===== config.mk =====
export PLATFORM = sky130hd
export DESIGN_NAME = fcw_front
export DESIGN_NICKNAME = d
export VERILOG_FILES = /design/src/fcw_pkg.sv /design/src/fcw_front.sv
export SDC_FILE = /design/constraint.sdc
export NUM_CORES = 2
export LEC_CHECK = 0
export ABC_AREA = 0
export BUFFER_PORTS_ARGS = -buffer_cell sky130_fd_sc_hd__clkbuf_2
export CAP_MARGIN = 20
export CORE_MARGIN = 5
export CORE_UTILIZATION = 55
export DETAILED_ROUTE_END_ITERATION = 12
export PLACE_DENSITY_LB_ADDON = 0.3
export SLEW_MARGIN = 5
export SYNTH_ARGS = -nofsm -noshare
export SYNTH_HDL_FRONTEND = slang
export SYNTH_SLANG_ARGS = --single-unit

===== constraint.sdc =====
create_clock -name clk_i -period 12.1 [get_ports clk_i]
set_input_delay 0.605 -clock clk_i [delete_from_list [all_inputs] [get_ports clk_i]]
set_output_delay 0.605 -clock clk_i [all_outputs]
set_load 0.02 [all_outputs]

===== src/fcw_pkg.sv =====
`timescale 1ns / 1ps
// ----------------------------------------------------------------------------
// fcw_pkg: shared types and constants of the flow color wheel
// Field layouts, wheel ramp lengths, fixed-point widths and the CORDIC angle
// table used by the front end, the queue and the color back end.
// ----------------------------------------------------------------------------
package fcw_pkg;

  localparam int WHEEL_SIZE = 55;
  localparam int WHEEL_W    = $clog2(WHEEL_SIZE);

  localparam int LEN_A = 15;
  localparam int LEN_B = 6;
  localparam int LEN_C = 4;
  localparam int LEN_D = 11;
  localparam int LEN_E = 13;
  localparam int LEN_F = 6;

  localparam int FLOW_W       = 24;
  localparam int RANGE_W      = 16;
  localparam int PROD_W       = FLOW_W + RANGE_W + 1;
  localparam int MAG_W        = 21;
  localparam int SQ_W         = 2 * MAG_W;
  localparam int SUM_W        = SQ_W + 1;
  localparam int ROOT_W       = MAG_W;
  localparam int VEC_W        = 35;
  localparam int ANG_W        = 18;
  localparam int PHASE_W      = 17;
  localparam int FK_W         = PHASE_W + WHEEL_W;
  localparam int CORDIC_STEPS = 14;
  localparam int SQRT_STEPS   = 21;
  localparam int FIFO_DEPTH   = 4;

  localparam logic [RANGE_W-1:0] INV_RANGE_RST = 16'd4096;
  localparam logic [SUM_W-1:0]   UNIT_SQ       = SUM_W'(1) << 40;

  localparam logic [PHASE_W-1:0] PH_NEG_PI  = 17'd65536;
  localparam logic [PHASE_W-1:0] PH_ZERO    = 17'd32768;
  localparam logic [PHASE_W-1:0] PH_POS_Q   = 17'd49152;
  localparam logic [PHASE_W-1:0] PH_NEG_Q   = 17'd16384;
  localparam logic signed [ANG_W-1:0] ANG_HALF = 18'sd32768;
  localparam logic signed [ANG_W-1:0] ANG_FULL = 18'sd65536;

  // Configuration register word index.
  typedef enum logic [0:0] {
    REG_INV_RANGE = 1'b0
  } fcw_reg_e;

  typedef struct packed {
    logic signed [FLOW_W-1:0] flow_x;
    logic signed [FLOW_W-1:0] flow_y;
    logic                     invalid;
  } fcw_in_t;

  typedef struct packed {
    logic [7:0] blue;
    logic [7:0] green;
    logic [7:0] red;
  } fcw_out_t;

  // Classified request handed from the front end to the back end.
  typedef struct packed {
    logic                     invalid;
    logic                     near_unit;
    logic [MAG_W-1:0]         mag_a;
    logic [MAG_W-1:0]         mag_b;
    logic signed [FLOW_W-1:0] flow_x;
    logic signed [FLOW_W-1:0] flow_y;
  } fcw_job_t;

  function automatic logic signed [ANG_W-1:0] atan_step(int i);
    logic signed [ANG_W-1:0] a;
    case (i)
      0:       a = 18'sd8192;
      1:       a = 18'sd4836;
      2:       a = 18'sd2555;
      3:       a = 18'sd1297;
      4:       a = 18'sd651;
      5:       a = 18'sd326;
      6:       a = 18'sd163;
      7:       a = 18'sd81;
      8:       a = 18'sd41;
      9:       a = 18'sd20;
      10:      a = 18'sd10;
      11:      a = 18'sd5;
      12:      a = 18'sd3;
      13:      a = 18'sd1;
      default: a = '0;
    endcase
    return a;
  endfunction

  // Wheel color of entry k, index 0 red, 1 green, 2 blue. Only called with
  // constant arguments, so it folds into a table at elaboration.
  function automatic logic [2:0][7:0] wheel_calc(int k);
    logic [2:0][7:0] c;
    int j;
    c = '0;
    c[0] = 8'd255;
    j = k;
    if (j < LEN_A) begin
      c[1] = 8'(255 * j / LEN_A);
    end else begin
      j = j - LEN_A;
      if (j < LEN_B) begin
        c[0] = 8'(255 - 255 * j / LEN_B);
        c[1] = 8'd255;
      end else begin
        j = j - LEN_B;
        if (j < LEN_C) begin
          c[0] = 8'd0;
          c[1] = 8'd255;
          c[2] = 8'(255 * j / LEN_C);
        end else begin
          j = j - LEN_C;
          if (j < LEN_D) begin
            c[0] = 8'd0;
            c[1] = 8'(255 - 255 * j / LEN_D);
            c[2] = 8'd255;
          end else begin
            j = j - LEN_D;
            if (j < LEN_E) begin
              c[0] = 8'(255 * j / LEN_E);
              c[2] = 8'd255;
            end else begin
              j = j - LEN_E;
              if (j < LEN_F) begin
                c[2] = 8'(255 - 255 * j / LEN_F);
              end
            end
          end
        end
      end
    end
    return c;
  endfunction

endpackage


===== src/fcw_front.sv =====
`timescale 1ns / 1ps
// ----------------------------------------------------------------------------
// fcw_front: request intake and classification
// Scales each flow vector by the inverse range and marks whether the scaled
// vector can lie inside the unit radius.
// ----------------------------------------------------------------------------
module fcw_front (
  input  logic                          clk_i,
  input  logic                          rst_ni,
  input  logic                          in_valid_i,
  output logic                          in_ready_o,
  input  fcw_pkg::fcw_in_t              in_data_i,
  input  logic [fcw_pkg::RANGE_W-1:0]   inv_range_i,
  output logic                          job_valid_o,
  input  logic                          job_ready_i,
  output fcw_pkg::fcw_job_t             job_o
);
  import fcw_pkg::*;

  logic                     valid_q;
  logic                     invalid_q;
  logic signed [FLOW_W-1:0] fx_q, fy_q;
  logic signed [PROD_W-1:0] prod_a_q, prod_b_q;
  logic signed [PROD_W-1:0] prod_a_d, prod_b_d;
  logic signed [RANGE_W:0]  inv_s;
  logic [PROD_W-1:0]        abs_a, abs_b;
  logic                     near_unit;

  assign inv_s    = signed'({1'b0, inv_range_i});
  assign prod_a_d = in_data_i.flow_y * inv_s;
  assign prod_b_d = in_data_i.flow_x * inv_s;

  assign in_ready_o = !valid_q || job_ready_i;

  always_ff @(posedge clk_i or negedge rst_ni) begin
    if (!rst_ni) begin
      valid_q <= 1'b0;
    end else if (in_ready_o) begin
      valid_q <= in_valid_i;
    end
  end

  always_ff @(posedge clk_i) begin
    if (in_valid_i && in_ready_o) begin
      invalid_q <= in_data_i.invalid;
      fx_q      <= in_data_i.flow_x;
      fy_q      <= in_data_i.flow_y;
      prod_a_q  <= prod_a_d;
      prod_b_q  <= prod_b_d;
    end
  end

  always_comb begin
    abs_a = prod_a_q[PROD_W-1] ? PROD_W'(-prod_a_q) : PROD_W'(prod_a_q);
    abs_b = prod_b_q[PROD_W-1] ? PROD_W'(-prod_b_q) : PROD_W'(prod_b_q);
    // A component of 2^21 or more is outside the unit radius on its own.
    near_unit = (abs_a[PROD_W-1:MAG_W] == '0) && (abs_b[PROD_W-1:MAG_W] == '0);
    job_o.invalid   = invalid_q;
    job_o.near_unit = near_unit;
    job_o.mag_a     = near_unit ? abs_a[MAG_W-1:0] : '0;
    job_o.mag_b     = near_unit ? abs_b[MAG_W-1:0] : '0;
    job_o.flow_x    = fx_q;
    job_o.flow_y    = fy_q;
  end

  assign job_valid_o = valid_q;

endmodule


# ---- Yosys cells after proc, flatten, opt, wreduce, memory -nomap -nowiden
# Index checks and enable logic that the tools add are counted.
dict set report classes {
  addsub 2
  mul 2
  div 0
  magnitude_cmp 0
  eq_ne 0
  n_shift 0
  muxes 4
  n_bitwise 0
  n_reduce_logical 6
}
# operator n
set op_table {}
lappend op_table {{$mul A24 B17 Y41} 2}
lappend op_table {{$mux W41} 2}
lappend op_table {{$neg A41 Y41} 2}
lappend op_table {{$mux W21} 2}
lappend op_table {{$logic_not A20 Y1} 2}
lappend op_table {{$logic_and A1 B1 Y1} 2}
lappend op_table {{$logic_not A1 Y1} 1}
lappend op_table {{$logic_or A1 B1 Y1} 1}
dict set report word_totals {
  ff_bits 132
  latchBits 0
  ram_bits 0
  rom_bits 0
  in_bits 69
  out_inout_bits 94
  wordCells 20
  memories 0
}

# ---- Depth between registers and ports, before layout
dict set report depth {
  ltp_word 5
  ltp_mapped 26
  depth_no_buf 25
}

# ---- Worst setup path before layout
# OpenSTA, ideal clock, no wires.
dict set report synth_timing {
  kind {input to register}
  startpoint {input inv_range_i[2] (netlist name)}
  endpoint {register prod_b_q[39] (data pin)}
  setup_ns 0.260
  arrival_ns 6.574
  t_required_ns 11.840
  setup_slack_ns 5.266
  path_stages 23
  path_buffers 2
  cell_sequence {clkbuf_1 clkbuf_1 nand2_1 fa_1 fa_1 fa_1 inv_1 fa_1 fa_1 inv_1 fa_1 inv_1 ha_1 and2_1 a221o_1 a211oi_1 a21bo_2 a31o_2 a31oi_1 o31a_1 a211oi_1 nor3b_1 xnor2_1}
}
dict set report synth_via {
  elab_chain_len 1
}
# element line
set synth_rtl {}
lappend synth_rtl {{start: declaration} fcw_front.sv:13} ;# input logic [fcw_pkg::RANGE_W-1:0] inv_range_i,
lappend synth_rtl {{$mul A24 B17 Y41} fcw_front.sv:31} ;# assign prod_b_d = in_data_i.flow_x * inv_s;
lappend synth_rtl {{named net prod_b_d[39]} fcw_front.sv:24} ;# logic signed [PROD_W-1:0] prod_a_d, prod_b_d;
lappend synth_rtl {{end signal: assignment} fcw_front.sv:49} ;# prod_b_q <= prod_b_d;
lappend synth_rtl {{end: declaration} fcw_front.sv:23} ;# logic signed [PROD_W-1:0] prod_a_q, prod_b_q;
# The timed path passes the listed nets, and every way through them passes these cells.
# A chain may end at the register's enable or synchronous reset.

==> run_results.csv <==
group,metric,value,unit
drt,drc,0,
critical_path,start_kind,"register",
clock_network,cts_root_buf,"clkbuf_16",
critical_path,crit_fanout,43,
drt,wl_per_cell,17.7,um
sta,hold_viol,0,
hold_path,worst_hold_startpoint,"in_data_i[0]",
critical_path,arrival,6.60,ns
final_layout,area_growth,5.91,%
drt,drt.antenna.violating_nets,0,
synth,yosysSeqAreaShare,11.6,%
synth,syn_inst,3699,
synth,synth_area,0.0341,sq mm
synth,synth_mux_area_share,0.213,%
synth,ys.flop_type,"edfxtp_1",
sta,setup_tns,0,ns
global_routing,grt_max_degree,73,
synth,synth_top_area_cell,"fa_1",
final_layout,layout-drive-gt1-share,6.37,%
synth,yosysMostFrequentCell,"inv_1",
clock_network,numCtsBuffers,17,
synth,synth_top_family_by_area,"adder cells",
floorplan,die-area,0.0671,sq mm
global_routing,grt_pass1_wl,135,mm
hold_path,hold_class,"input port to register",
clock_network,clock-sinks,132,
synth,synth_edf_count,131,
drt,viasPerCell,5.35,
placed_design,hpwl,62.3,mm
synth,yosysTopAreaCellShare,44.3,%
floorplan,rows,91,
floorplan,boundaryPins,163,
clock_network,tritoncts,"yes",
synth,synth_xor_area_share,3.08,%
clock_network,h-tree-depth,4,
sta,fin_crit,7.21,ns
hold_path,whs_endpoint,"invalid_q",
synth,avgSynthCellArea,9.22,sq um
status,status,"finished clean",
placed_design,gp_congestion,0.944,
final_layout,final_cells,4602,
clock_network,clk_latency,0.49,ns
sta,fin_skew,0.0104,ns
synth,synth_warnings,0,
sta,grt_setup_unrepaired,"false",
sta,fin_crit_sh,59.6,%
final_layout,nFillCells,5413,
global_routing,grt_overflow,0,
synth,ys_ff_latch,132,
final_layout,finalNetCount,4779,
drt,wl,81.3,mm
synth,async_reset_ff_share,0.758,%
synth,synth_cell_type_count,73,
floorplan,die_w,259,um
placed_design,port_buffers,162,
floorplan,initial_utilization,55.4,%
drt,vias,24600,
sta,worstMarginPinSlew,1.05,ns
critical_path,timing.rr.start,"job_valid_o",
global_routing,antenna_found_initial,2,
run,max_cap_viol_count,0,
sta,slew_viol_final,0,
floorplan,die_h,259,um
sta,setup_viol,0,
sta,slew_headroom,29.7,%
clock_network,cts_buffer_depth,2,
critical_path,r2r_setup_slack,9.56,ns
drt,drt_first_pass_iters,5,
floorplan,coreArea,0.0616,sq mm
synth,synthAdderAreaFrac,51.8,%
synth,synth-simple-area-share,15.7,%
global_routing,first_global_vias,25904,
critical_path,end_kind,"primary output",
placed_design,dp_cells,4568,
critical_path,path_class,"register to primary output",
global_routing,track_usage,25.3,%
synth,syn_nets,4726,
final_layout,n_antenna_cell,0,
clock_network,post_cts_buffers,0,
critical_path,cp.required,11.49,ns
drt,drt_iter0_markers,1495,
sta,fmax,0.139,GHz
critical_path,ff2ff_path_depth,3,
clock_network,clk_pin_slew,0.07,ns
hold_path,hold-path-cell-count,1,
synth,synth_compound_area_share,5.33,%
synth,yosys-top-cells-area,"fa_1, edfxtp_1, inv_1",
synth,synthTopCellsByCount,"inv_1, fa_1, nand2_1",
critical_path,rr_endpoint,"fx_q[18]",
[cells by family after synthesis]
group                      count (synthesis)
buffers and inverters                   1106
xor gates and xnor gates                 120
AOI/OAI and AO/OA                        276
and+or+nand+nor                         1100
adders and majority gates                958
DFF                                      132
muxes                                      7
[worst max-delay path, cell delays in order, from the launching register on]
cell and delay [ns]:
edfxtp_1 0.44, or3_1 0.47, nor4_2 0.89, nand4_1 0.42
o41ai_1 0.81, o21ai_0 0.36, nor4_1 0.64, nand4_1 0.36
or4_2 1.18, nor2_1 0.32, clkbuf_2 0.21
[layer usage]
| layer | wire length, um | global-route usage (%) | vias to the layer above |
|---|---|---|---|
| met3 | 5660 | 4.50 | 153 |
| li1 | - | - | 11078 |
| met4 | 2360 | 7.25 | 2 |
| met1 | 33500 | 34.3 | 12567 |
| met2 | 39700 | 42.4 | 800 |
| met5 | 13 | 0 | - |
[through the flow]
step                      area [sq um]  hold slack, ns  util, %  worst slack, ns
after floorplan                  34100           0.309        -             5.27
after global placement           35500           0.382     57.6             4.50
after detailed placement         35500           0.382     57.7             4.39
after CTS                        36100           0.270     58.6             4.76
after global routing             36100           0.279     58.6             4.62
final                            36100           0.302     58.6             4.89
[state kept, by name (all words and copies together), names as in the netlist]
| register | cells |
|---|---|
| prod_a_q | 41 |
| prod_b_q | 41 |
| fx_q | 24 |
| fy_q | 24 |
| invalid_q | 1 |
| job_valid_o | 1 |
[final cells by class]
cell class | instances | area, sq um | area share [%]
timing repair buffer | 182 | 988 | 2.74
multi-input combinational | 2461 | 26000 | 71.9
tap | 837 | 1050 | 2.90
clock inverter | 15 | 146 | 0.405
sequential | 132 | 3960 | 11.0
clock buffer | 17 | 425 | 1.18
inverter | 958 | 3600 | 9.96
[worst max path at each step]
stage,startpoint,to,slack (ns),depth (start not counted)
CTS,prod_b_q[7],job_o[71],4.76,10
global placement,inv_range_i[10],prod_b_q[40],4.50,22
finish,prod_b_q[7],job_o[84],4.89,10
global route,inv_range_i[2],prod_b_q[40],4.62,23
detailed placement,inv_range_i[5],prod_b_q[40],4.39,23
floorplan,inv_range_i[2],prod_b_q[39],5.27,23
[layout by cell type (no fill, tap or decap), types with 35 or more instances in the layout]
master / Yosys / routed
nor2_1: 97 / 97
and2_1: 319 / 318
fa_1: 754 / 754
o21ai_0: 52 / 52
xor2_1: 54 / 54
nand2_1: 517 / 517
inv_1: 958 / 958
edfxtp_1: 131 / 131
a21oi_1: 71 / 71
clkbuf_2: 0 / 162
nor3_1: 35 / 35
ha_1: 204 / 204
xnor2_1: 66 / 66
[repair_timing]
action	in CTS	in global routing
hold buffers	1	0
resized for setup	0	0
endpoints found under the hold margin	1	0
Power is not shown: default switching activity piles up to over one toggle a cycle in this logic, so the estimate is an artifact.
