--- src/fcw_pkg.sv ---
`timescale 1ns / 1ps
// ----------------------------------------------------------------------------
// fcw_pkg: shared types and constants of the flow color wheel
// Field layouts, wheel ramp lengths, fixed-point widths and the CORDIC angle
// table used by the front end, the queue and the color back end.
// ----------------------------------------------------------------------------
package fcw_pkg;

  localparam int WHEEL_SIZE = 55;
  localparam int WHEEL_W    = $clog2(WHEEL_SIZE);

  localparam int LEN_A = 15;
  localparam int LEN_B = 6;
  localparam int LEN_C = 4;
  localparam int LEN_D = 11;
  localparam int LEN_E = 13;
  localparam int LEN_F = 6;

  localparam int FLOW_W       = 24;
  localparam int RANGE_W      = 16;
  localparam int PROD_W       = FLOW_W + RANGE_W + 1;
  localparam int MAG_W        = 21;
  localparam int SQ_W         = 2 * MAG_W;
  localparam int SUM_W        = SQ_W + 1;
  localparam int ROOT_W       = MAG_W;
  localparam int VEC_W        = 35;
  localparam int ANG_W        = 18;
  localparam int PHASE_W      = 17;
  localparam int FK_W         = PHASE_W + WHEEL_W;
  localparam int CORDIC_STEPS = 14;
  localparam int SQRT_STEPS   = 21;
  localparam int FIFO_DEPTH   = 4;

  localparam logic [RANGE_W-1:0] INV_RANGE_RST = 16'd4096;
  localparam logic [SUM_W-1:0]   UNIT_SQ       = SUM_W'(1) << 40;

  localparam logic [PHASE_W-1:0] PH_NEG_PI  = 17'd65536;
  localparam logic [PHASE_W-1:0] PH_ZERO    = 17'd32768;
  localparam logic [PHASE_W-1:0] PH_POS_Q   = 17'd49152;
  localparam logic [PHASE_W-1:0] PH_NEG_Q   = 17'd16384;
  localparam logic signed [ANG_W-1:0] ANG_HALF = 18'sd32768;
  localparam logic signed [ANG_W-1:0] ANG_FULL = 18'sd65536;

  // Configuration register word index.
  typedef enum logic [0:0] {
    REG_INV_RANGE = 1'b0
  } fcw_reg_e;

  typedef struct packed {
    logic signed [FLOW_W-1:0] flow_x;
    logic signed [FLOW_W-1:0] flow_y;
    logic                     invalid;
  } fcw_in_t;

  typedef struct packed {
    logic [7:0] blue;
    logic [7:0] green;
    logic [7:0] red;
  } fcw_out_t;

  // Classified request handed from the front end to the back end.
  typedef struct packed {
    logic                     invalid;
    logic                     near_unit;
    logic [MAG_W-1:0]         mag_a;
    logic [MAG_W-1:0]         mag_b;
    logic signed [FLOW_W-1:0] flow_x;
    logic signed [FLOW_W-1:0] flow_y;
  } fcw_job_t;

  function automatic logic signed [ANG_W-1:0] atan_step(int i);
    logic signed [ANG_W-1:0] a;
    case (i)
      0:       a = 18'sd8192;
      1:       a = 18'sd4836;
      2:       a = 18'sd2555;
      3:       a = 18'sd1297;
      4:       a = 18'sd651;
      5:       a = 18'sd326;
      6:       a = 18'sd163;
      7:       a = 18'sd81;
      8:       a = 18'sd41;
      9:       a = 18'sd20;
      10:      a = 18'sd10;
      11:      a = 18'sd5;
      12:      a = 18'sd3;
      13:      a = 18'sd1;
      default: a = '0;
    endcase
    return a;
  endfunction

  // Wheel color of entry k, index 0 red, 1 green, 2 blue. Only called with
  // constant arguments, so it folds into a table at elaboration.
  function automatic logic [2:0][7:0] wheel_calc(int k);
    logic [2:0][7:0] c;
    int j;
    c = '0;
    c[0] = 8'd255;
    j = k;
    if (j < LEN_A) begin
      c[1] = 8'(255 * j / LEN_A);
    end else begin
      j = j - LEN_A;
      if (j < LEN_B) begin
        c[0] = 8'(255 - 255 * j / LEN_B);
        c[1] = 8'd255;
      end else begin
        j = j - LEN_B;
        if (j < LEN_C) begin
          c[0] = 8'd0;
          c[1] = 8'd255;
          c[2] = 8'(255 * j / LEN_C);
        end else begin
          j = j - LEN_C;
          if (j < LEN_D) begin
            c[0] = 8'd0;
            c[1] = 8'(255 - 255 * j / LEN_D);
            c[2] = 8'd255;
          end else begin
            j = j - LEN_D;
            if (j < LEN_E) begin
              c[0] = 8'(255 * j / LEN_E);
              c[2] = 8'd255;
            end else begin
              j = j - LEN_E;
              if (j < LEN_F) begin
                c[2] = 8'(255 - 255 * j / LEN_F);
              end
            end
          end
        end
      end
    end
    return c;
  endfunction

endpackage

--- src/fcw_fifo.sv ---
`timescale 1ns / 1ps
// ----------------------------------------------------------------------------
// fcw_fifo: request queue between front end and back end
// A small first-in first-out buffer so both sides can stall independently.
// ----------------------------------------------------------------------------
module fcw_fifo (
  input  logic              clk_i,
  input  logic              rst_ni,
  input  logic              push_valid_i,
  output logic              push_ready_o,
  input  fcw_pkg::fcw_job_t push_data_i,
  output logic              pop_valid_o,
  input  logic              pop_ready_i,
  output fcw_pkg::fcw_job_t pop_data_o
);
  import fcw_pkg::*;

  localparam int PTR_W = $clog2(FIFO_DEPTH);
  localparam int CNT_W = $clog2(FIFO_DEPTH + 1);

  fcw_job_t         mem_q [FIFO_DEPTH];
  logic [PTR_W-1:0] wr_ptr_q, rd_ptr_q;
  logic [CNT_W-1:0] count_q;
  logic             push, pop;

  assign push_ready_o = (count_q != CNT_W'(FIFO_DEPTH));
  assign pop_valid_o  = (count_q != '0);
  assign push         = push_valid_i && push_ready_o;
  assign pop          = pop_valid_o && pop_ready_i;
  assign pop_data_o   = mem_q[rd_ptr_q];

  always_ff @(posedge clk_i or negedge rst_ni) begin
    if (!rst_ni) begin
      wr_ptr_q <= '0;
      rd_ptr_q <= '0;
      count_q  <= '0;
    end else begin
      if (push) begin
        wr_ptr_q <= PTR_W'(wr_ptr_q + 1'b1);
      end
      if (pop) begin
        rd_ptr_q <= PTR_W'(rd_ptr_q + 1'b1);
      end
      if (push && !pop) begin
        count_q <= CNT_W'(count_q + 1'b1);
      end else if (pop && !push) begin
        count_q <= CNT_W'(count_q - 1'b1);
      end
    end
  end

  always_ff @(posedge clk_i) begin
    if (push) begin
      mem_q[wr_ptr_q] <= push_data_i;
    end
  end

endmodule

--- config.mk ---
export PLATFORM = sky130hd
export DESIGN_NAME = fcw_fifo
export DESIGN_NICKNAME = d
export VERILOG_FILES = /design/src/fcw_pkg.sv /design/src/fcw_fifo.sv
export SDC_FILE = /design/constraint.sdc
export NUM_CORES = 1
export LEC_CHECK = 0
export BUFFER_PORTS_ARGS = -buffer_cell sky130_fd_sc_hd__clkbuf_2
export CAP_MARGIN = 20
export CORE_UTILIZATION = 55
export DETAILED_ROUTE_END_ITERATION = 16
export GPL_TIMING_DRIVEN = 0
export HOLD_SLACK_MARGIN = 0.1
export PLACE_DENSITY = 0.85
export REMOVE_ABC_BUFFERS = 1
export SYNTH_ARGS = -nofsm -noshare
export SYNTH_HDL_FRONTEND = slang
export SYNTH_SLANG_ARGS = --single-unit
--- constraint.sdc ---
create_clock -name clk_i -period 8.5 [get_ports clk_i]
set_input_delay 0.85 -clock clk_i [delete_from_list [all_inputs] [get_ports clk_i]]
set_output_delay 0.85 -clock clk_i [all_outputs]
set_load 0.02 [all_outputs]
After elaboration in Yosys (flattened, before gate mapping)
Memories as Yosys holds them, arrays and structs flattened.
Cells that the tools add are included.
{"block": "word_totals", "reg_bits": 7, "latch_bits": 0, "ramBits": 368, "rom_bits": 0, "inputBits": 96, "out_inout_bits": 94, "elab_cells": 21, "mem_count": 1}
{"block": "classes", "add_sub_neg": 4, "mul": 0, "n_div": 0, "order_cmp": 0, "n_eq_ne": 1, "n_shift": 0, "mux": 4, "n_bitwise": 0, "n_reduce_logical": 8}
{"memory": "mem_q", "words": 4, "width": 92, "rd": 1, "rd_ports_with_merged_regs": 0, "wr": 1, "line_no": "fcw_fifo.sv:21", "rtl": "fcw_job_t mem_q [FIFO_DEPTH];"}
{"op": "$mux 3", "count": 2}
{"op": "$add 2x1->2 const B", "count": 2}
{"op": "$logic_and 1x1->1", "count": 4}
{"op": "$add 3x1->3 const B", "count": 1}
{"op": "$ne 3x3->1 const B", "count": 1}
{"op": "$reduce_bool 3->1", "count": 1}
{"op": "$sub 3x1->3 const B", "count": 1}
{"op": "$logic_not 1->1", "count": 2}
{"op": "$mux 1", "count": 2}
{"op": "$reduce_bool 2->1", "count": 1}

Longest topological paths before layout
{"block": "depth", "ltp_word": 6, "mapped_depth": 8, "ltp_nobuf": 8}

Worst setup path before layout
OpenSTA, ideal clock, no wires.
{"block": "synth_path", "path_type": "input to register", "start": "input port push_valid_i", "end": "memory mem_q[0][0] in the netlist's numbering (enable)", "arrival_ns": 3.289, "setup_slack_ns": 4.750, "stages": 2, "path_cell_list": "a21boi_2 and2_1"}
{"block": "synth_via", "elab_chain_len": 3}
{"element": "start, declared", "line_no": "fcw_fifo.sv:9", "rtl": "input logic push_valid_i,"}
{"element": "$logic_and 1x1->1", "line_no": "fcw_fifo.sv:28", "rtl": "assign push = push_valid_i && push_ready_o;"}
{"element": "$mux 1", "line_no": "fcw_fifo.sv:53", "rtl": "if (push) begin"}
{"element": "$mux 1 (implied by the code)", "line_no": "fcw_fifo.sv:54", "rtl": "mem_q[wr_ptr_q] <= push_data_i;"}
{"element": "end, declared", "line_no": "fcw_fifo.sv:21"}
Every way passes these cells.

==> results_tabular.tex <==
\begin{tabular}{lr}
\hline
Metric & Value \\
\hline
\multicolumn{2}{l}{\textbf{Timing}} \\
Final period demand of the worst path & 3.30 ns \\
Worst setup slack after layout & 5.20 ns \\
Worst clock skew & 0.0121 ns \\
Number of endpoints with negative hold slack in the final report & 0 \\
Setup repair after global routing missed its margin & no \\
Sum of negative setup slack & 0 ns \\
Highest clock rate & 0.303 GHz \\
Ratio of final minimum period to clock period & 38.8\% \\
Max Slew Vio Count & 0 \\
Max\_slew headroom & 59.5\% \\
Number of endpoints failing setup at the final stage & 0 \\
Least-Margin Pin Slew & 0.607 ns \\
\multicolumn{2}{l}{\textbf{Setup path}} \\
Category of the worst setup path capture point & output pin \\
Setup Crit Path Kind & reg -> out \\
Ordered cell list for the critical path & buf\_16 -> mux4\_2 -> clkbuf\_2 \\
Highest cell delay on the worst timing path & 0.81 ns \\
Required time reported for the critical path endpoint & 7.65 ns \\
Slowest cell on the critical path & sky130\_fd\_sc\_hd\_\_dfrtp\_4 \\
Kind of launch point of the worst setup path & flop \\
Signal arrival time at the worst endpoint & 2.45 ns \\
Critical Path Fanout Max & 39 \\
\multicolumn{2}{l}{\textbf{Floorplanning}} \\
Effective utilization at floorplan & 56.4\% \\
\# rows & 57 \\
Die W & 160 µm \\
Floorplan die area & 25,600 µm² \\
Die H & 160 µm \\
I/O pin cnt & 190 \\
Placeable core area & 24,400 µm² \\
\multicolumn{2}{l}{\textbf{Clock tree}} \\
Clk sink count & 375 \\
Cell at the root of the clock tree & sky130\_fd\_sc\_hd\_\_clkbuf\_16 \\
Clock-pin slew of the registers on the worst-case setup and hold paths & 0.06 ns \\
TritonCTS clock tree & yes \\
Number of buffers added for setup after CTS & 0 \\
Number of CTS-inserted buffers & 37 \\
Post-cts resize count & 0 \\
CTS hold repair buffers & 0 \\
H-tree depth & 2 \\
Clock latency on the worst-skew pair & 0.50 ns \\
Maximum buffer depth of the clock tree & 3 \\
\multicolumn{2}{l}{\textbf{Layout}} \\
Net count, final & 832 \\
Layout overhead on the synthesized area & 17.6\% \\
Summed area of non-filler cells in the final layout & 16,200 µm² \\
Most used cells in the layout excluding fill and tap cells & sky130\_fd\_sc\_hd\_\_edfxtp\_1 (368), sky130\_fd\_sc\_hd\_\_clkbuf\_2 (189), sky130\_fd\_sc\_hd\_\_mux4\_2 (92) \\
Share of the core filled with cells & 66.3\% \\
Antenna Diode Count & 0 \\
Fraction of layout cells with a size suffix above 1 & 45.4\% \\
Most frequent standard cell in the layout excluding fill and tap cells & sky130\_fd\_sc\_hd\_\_edfxtp\_1 \\
\multicolumn{2}{l}{\textbf{Route}} \\
Total wire length after detailed routing & 24.3 mm \\
Ratio of routed vias to standard cells & 5.69 \\
Initial DRT Pass Iterations & 4 \\
Number of routed nets with antenna violations & 0 \\
DR iter-0 viols & 513 \\
Number of vias after detailed routing & 6,132 \\
Avg WL per Cell & 22.5 µm \\
Drc violations & 0 \\
\multicolumn{2}{l}{\textbf{Logic synthesis}} \\
Register bit count reported by yosys & 375 \\
Mean post-synth cell area & 26.6 µm² \\
Synth Cell Area & 13,800 µm² \\
Distinct cell type count of the synthesized netlist & 20 \\
Mapped Cells & 516 \\
Most area-consuming cells after synthesis & sky130\_fd\_sc\_hd\_\_edfxtp\_1 (80\%), sky130\_fd\_sc\_hd\_\_mux4\_2 (15\%), sky130\_fd\_sc\_hd\_\_dfrtp\_1 (1.3\%), sky130\_fd\_sc\_hd\_\_buf\_12 (1.0\%), sky130\_fd\_sc\_hd\_\_ha\_1 (0.45\%) \\
Sequential share of the synthesized area & 81.6\% \\
Yosys warning total & 0 \\
Cell type with the highest aggregate area in the netlist & sky130\_fd\_sc\_hd\_\_edfxtp\_1 \\
Post-synth top area share & 80.4\% \\
\multicolumn{2}{l}{\textbf{Pwr}} \\
Peak VDD IR & 0.000255 V \\
Power density cells & 364 nW/µm² \\
Leakage power figure & 5.55 nW \\
\multicolumn{2}{l}{\textbf{Place}} \\
Placed cell areas & 15,100 µm² \\
Quantity of I/O buffers inserted on ports & 189 \\
DPL Wire Length & 15.2 mm \\
Weighted congestion reported at the end of routability-driven placement & 0.785 \\
Worst slack, placed & 5.65 ns \\
\multicolumn{2}{l}{\textbf{Global route}} \\
Wire length of the first global-routing pass & 38.1 mm \\
Total track usage & 19.7\% \\
GRT Residual Overflow & 0 \\
Vias in the first global route & 6,793 \\
Antenna violations before repair & 1 \\
Maximum number of pins on one net before global-route repair & 65 \\
\multicolumn{2}{l}{\textbf{Status}} \\
Status & complete, no violations \\
\multicolumn{2}{l}{\textbf{Run}} \\
Max-cap violations & 0 \\
\multicolumn{2}{l}{\textbf{Worst hold path}} \\
Worst min-delay path category & in -> async \\
\hline
\end{tabular}
path summary, 6_finish.rpt:
kind | start | end | slack (ns) | depth (start not counted)
max in group asynchronous | rst_ni | rd_ptr_q[0] | 8.15 | 1
max reg2reg | count_q[0] | mem_q[0][82] | 6.25 | 4
min in group clk_i | push_data_i[29] | mem_q[1][29] | 0.57 | 1
min | rst_ni | wr_ptr_q[1] | 0.17 | 1
min reg2reg | count_q[2] | count_q[2] | 0.57 | 1
max | rd_ptr_q[0] | pop_data_o[45] | 5.20 | 3
state kept, by name (all words and copies together) (netlist names):
signal and flops:
mem_q 368, count_q 3, wr_ptr_q 2, rd_ptr_q 2
logic make-up after synthesis:
logic type | share of synthesized area (%)
fa+ha+maj | 0.601
buf+inv | 1.69
simple gates | 0.373
compound gates | 0.0819
mux | 15.2
xor+xnor | 0.382
flops | 81.6
per-stage QoR:
| step | cells | hold slack [ns] | total power [mW] |
|---|---|---|---|
| finish | 1078 | 0.172 | 5.89 |
| global route | 1078 | 0.158 | 6.15 |
| floorplan | 495 | 0.493 | 3.91 |
| detailed placement | 1015 | 0.557 | 4.52 |
| global placement | 1008 | 0.512 | 4.55 |
| CTS | 1078 | 0.151 | 5.98 |
routing by layer:
layer	track usage, %	vias up	routed length, µm
li1	-	2653	-
met2	34.5	216	12800
met1	25.1	3228	9570
met4	4.94	0	374
met3	4.42	35	1470
met5	0	-	0
synth_stat cells (all sizes together):
cell / n
a21boi: 1
and2: 4
buf: 19
clkbuf: 2
dfrtp: 7
edfxtp: 368
fa: 1
ha: 5
inv: 3
mux2: 2
mux4: 92
nand2: 2
nand3: 1
nor2: 2
or3: 1
xnor2: 4
xor2: 2
layout make-up:
type | count | area (µm²)
Sequential cell | 375 | 11200
Fill cell | 1582 | 8220
Tap cell | 324 | 405
Inverter | 3 | 11.3
Multi-Input combinational cell | 117 | 2300
Clock inverter | 15 | 75.1
Timing Repair Buffer | 196 | 1140
Clock buffer | 48 | 1010
critical path, delay by kind of cell, from the launching register on:
| family | cells | cell delay (ns) |
|---|---|---|
| flip-flops | 1 | 0.81 |
| multiplexers | 1 | 0.57 |
| buffers and inverters | 2 | 0.51 |
power breakdown:
group	total [mW]	switching [mW]	leakage, nW	internal, mW
clock	1.45	0.618	0.530	0.836
sequential	2.61	0.165	3.45	2.45
combinational	1.83	1.06	1.57	0.766
total	5.89	1.84	5.55	4.05
No activity file was read; power rests on OpenSTA's default activity.
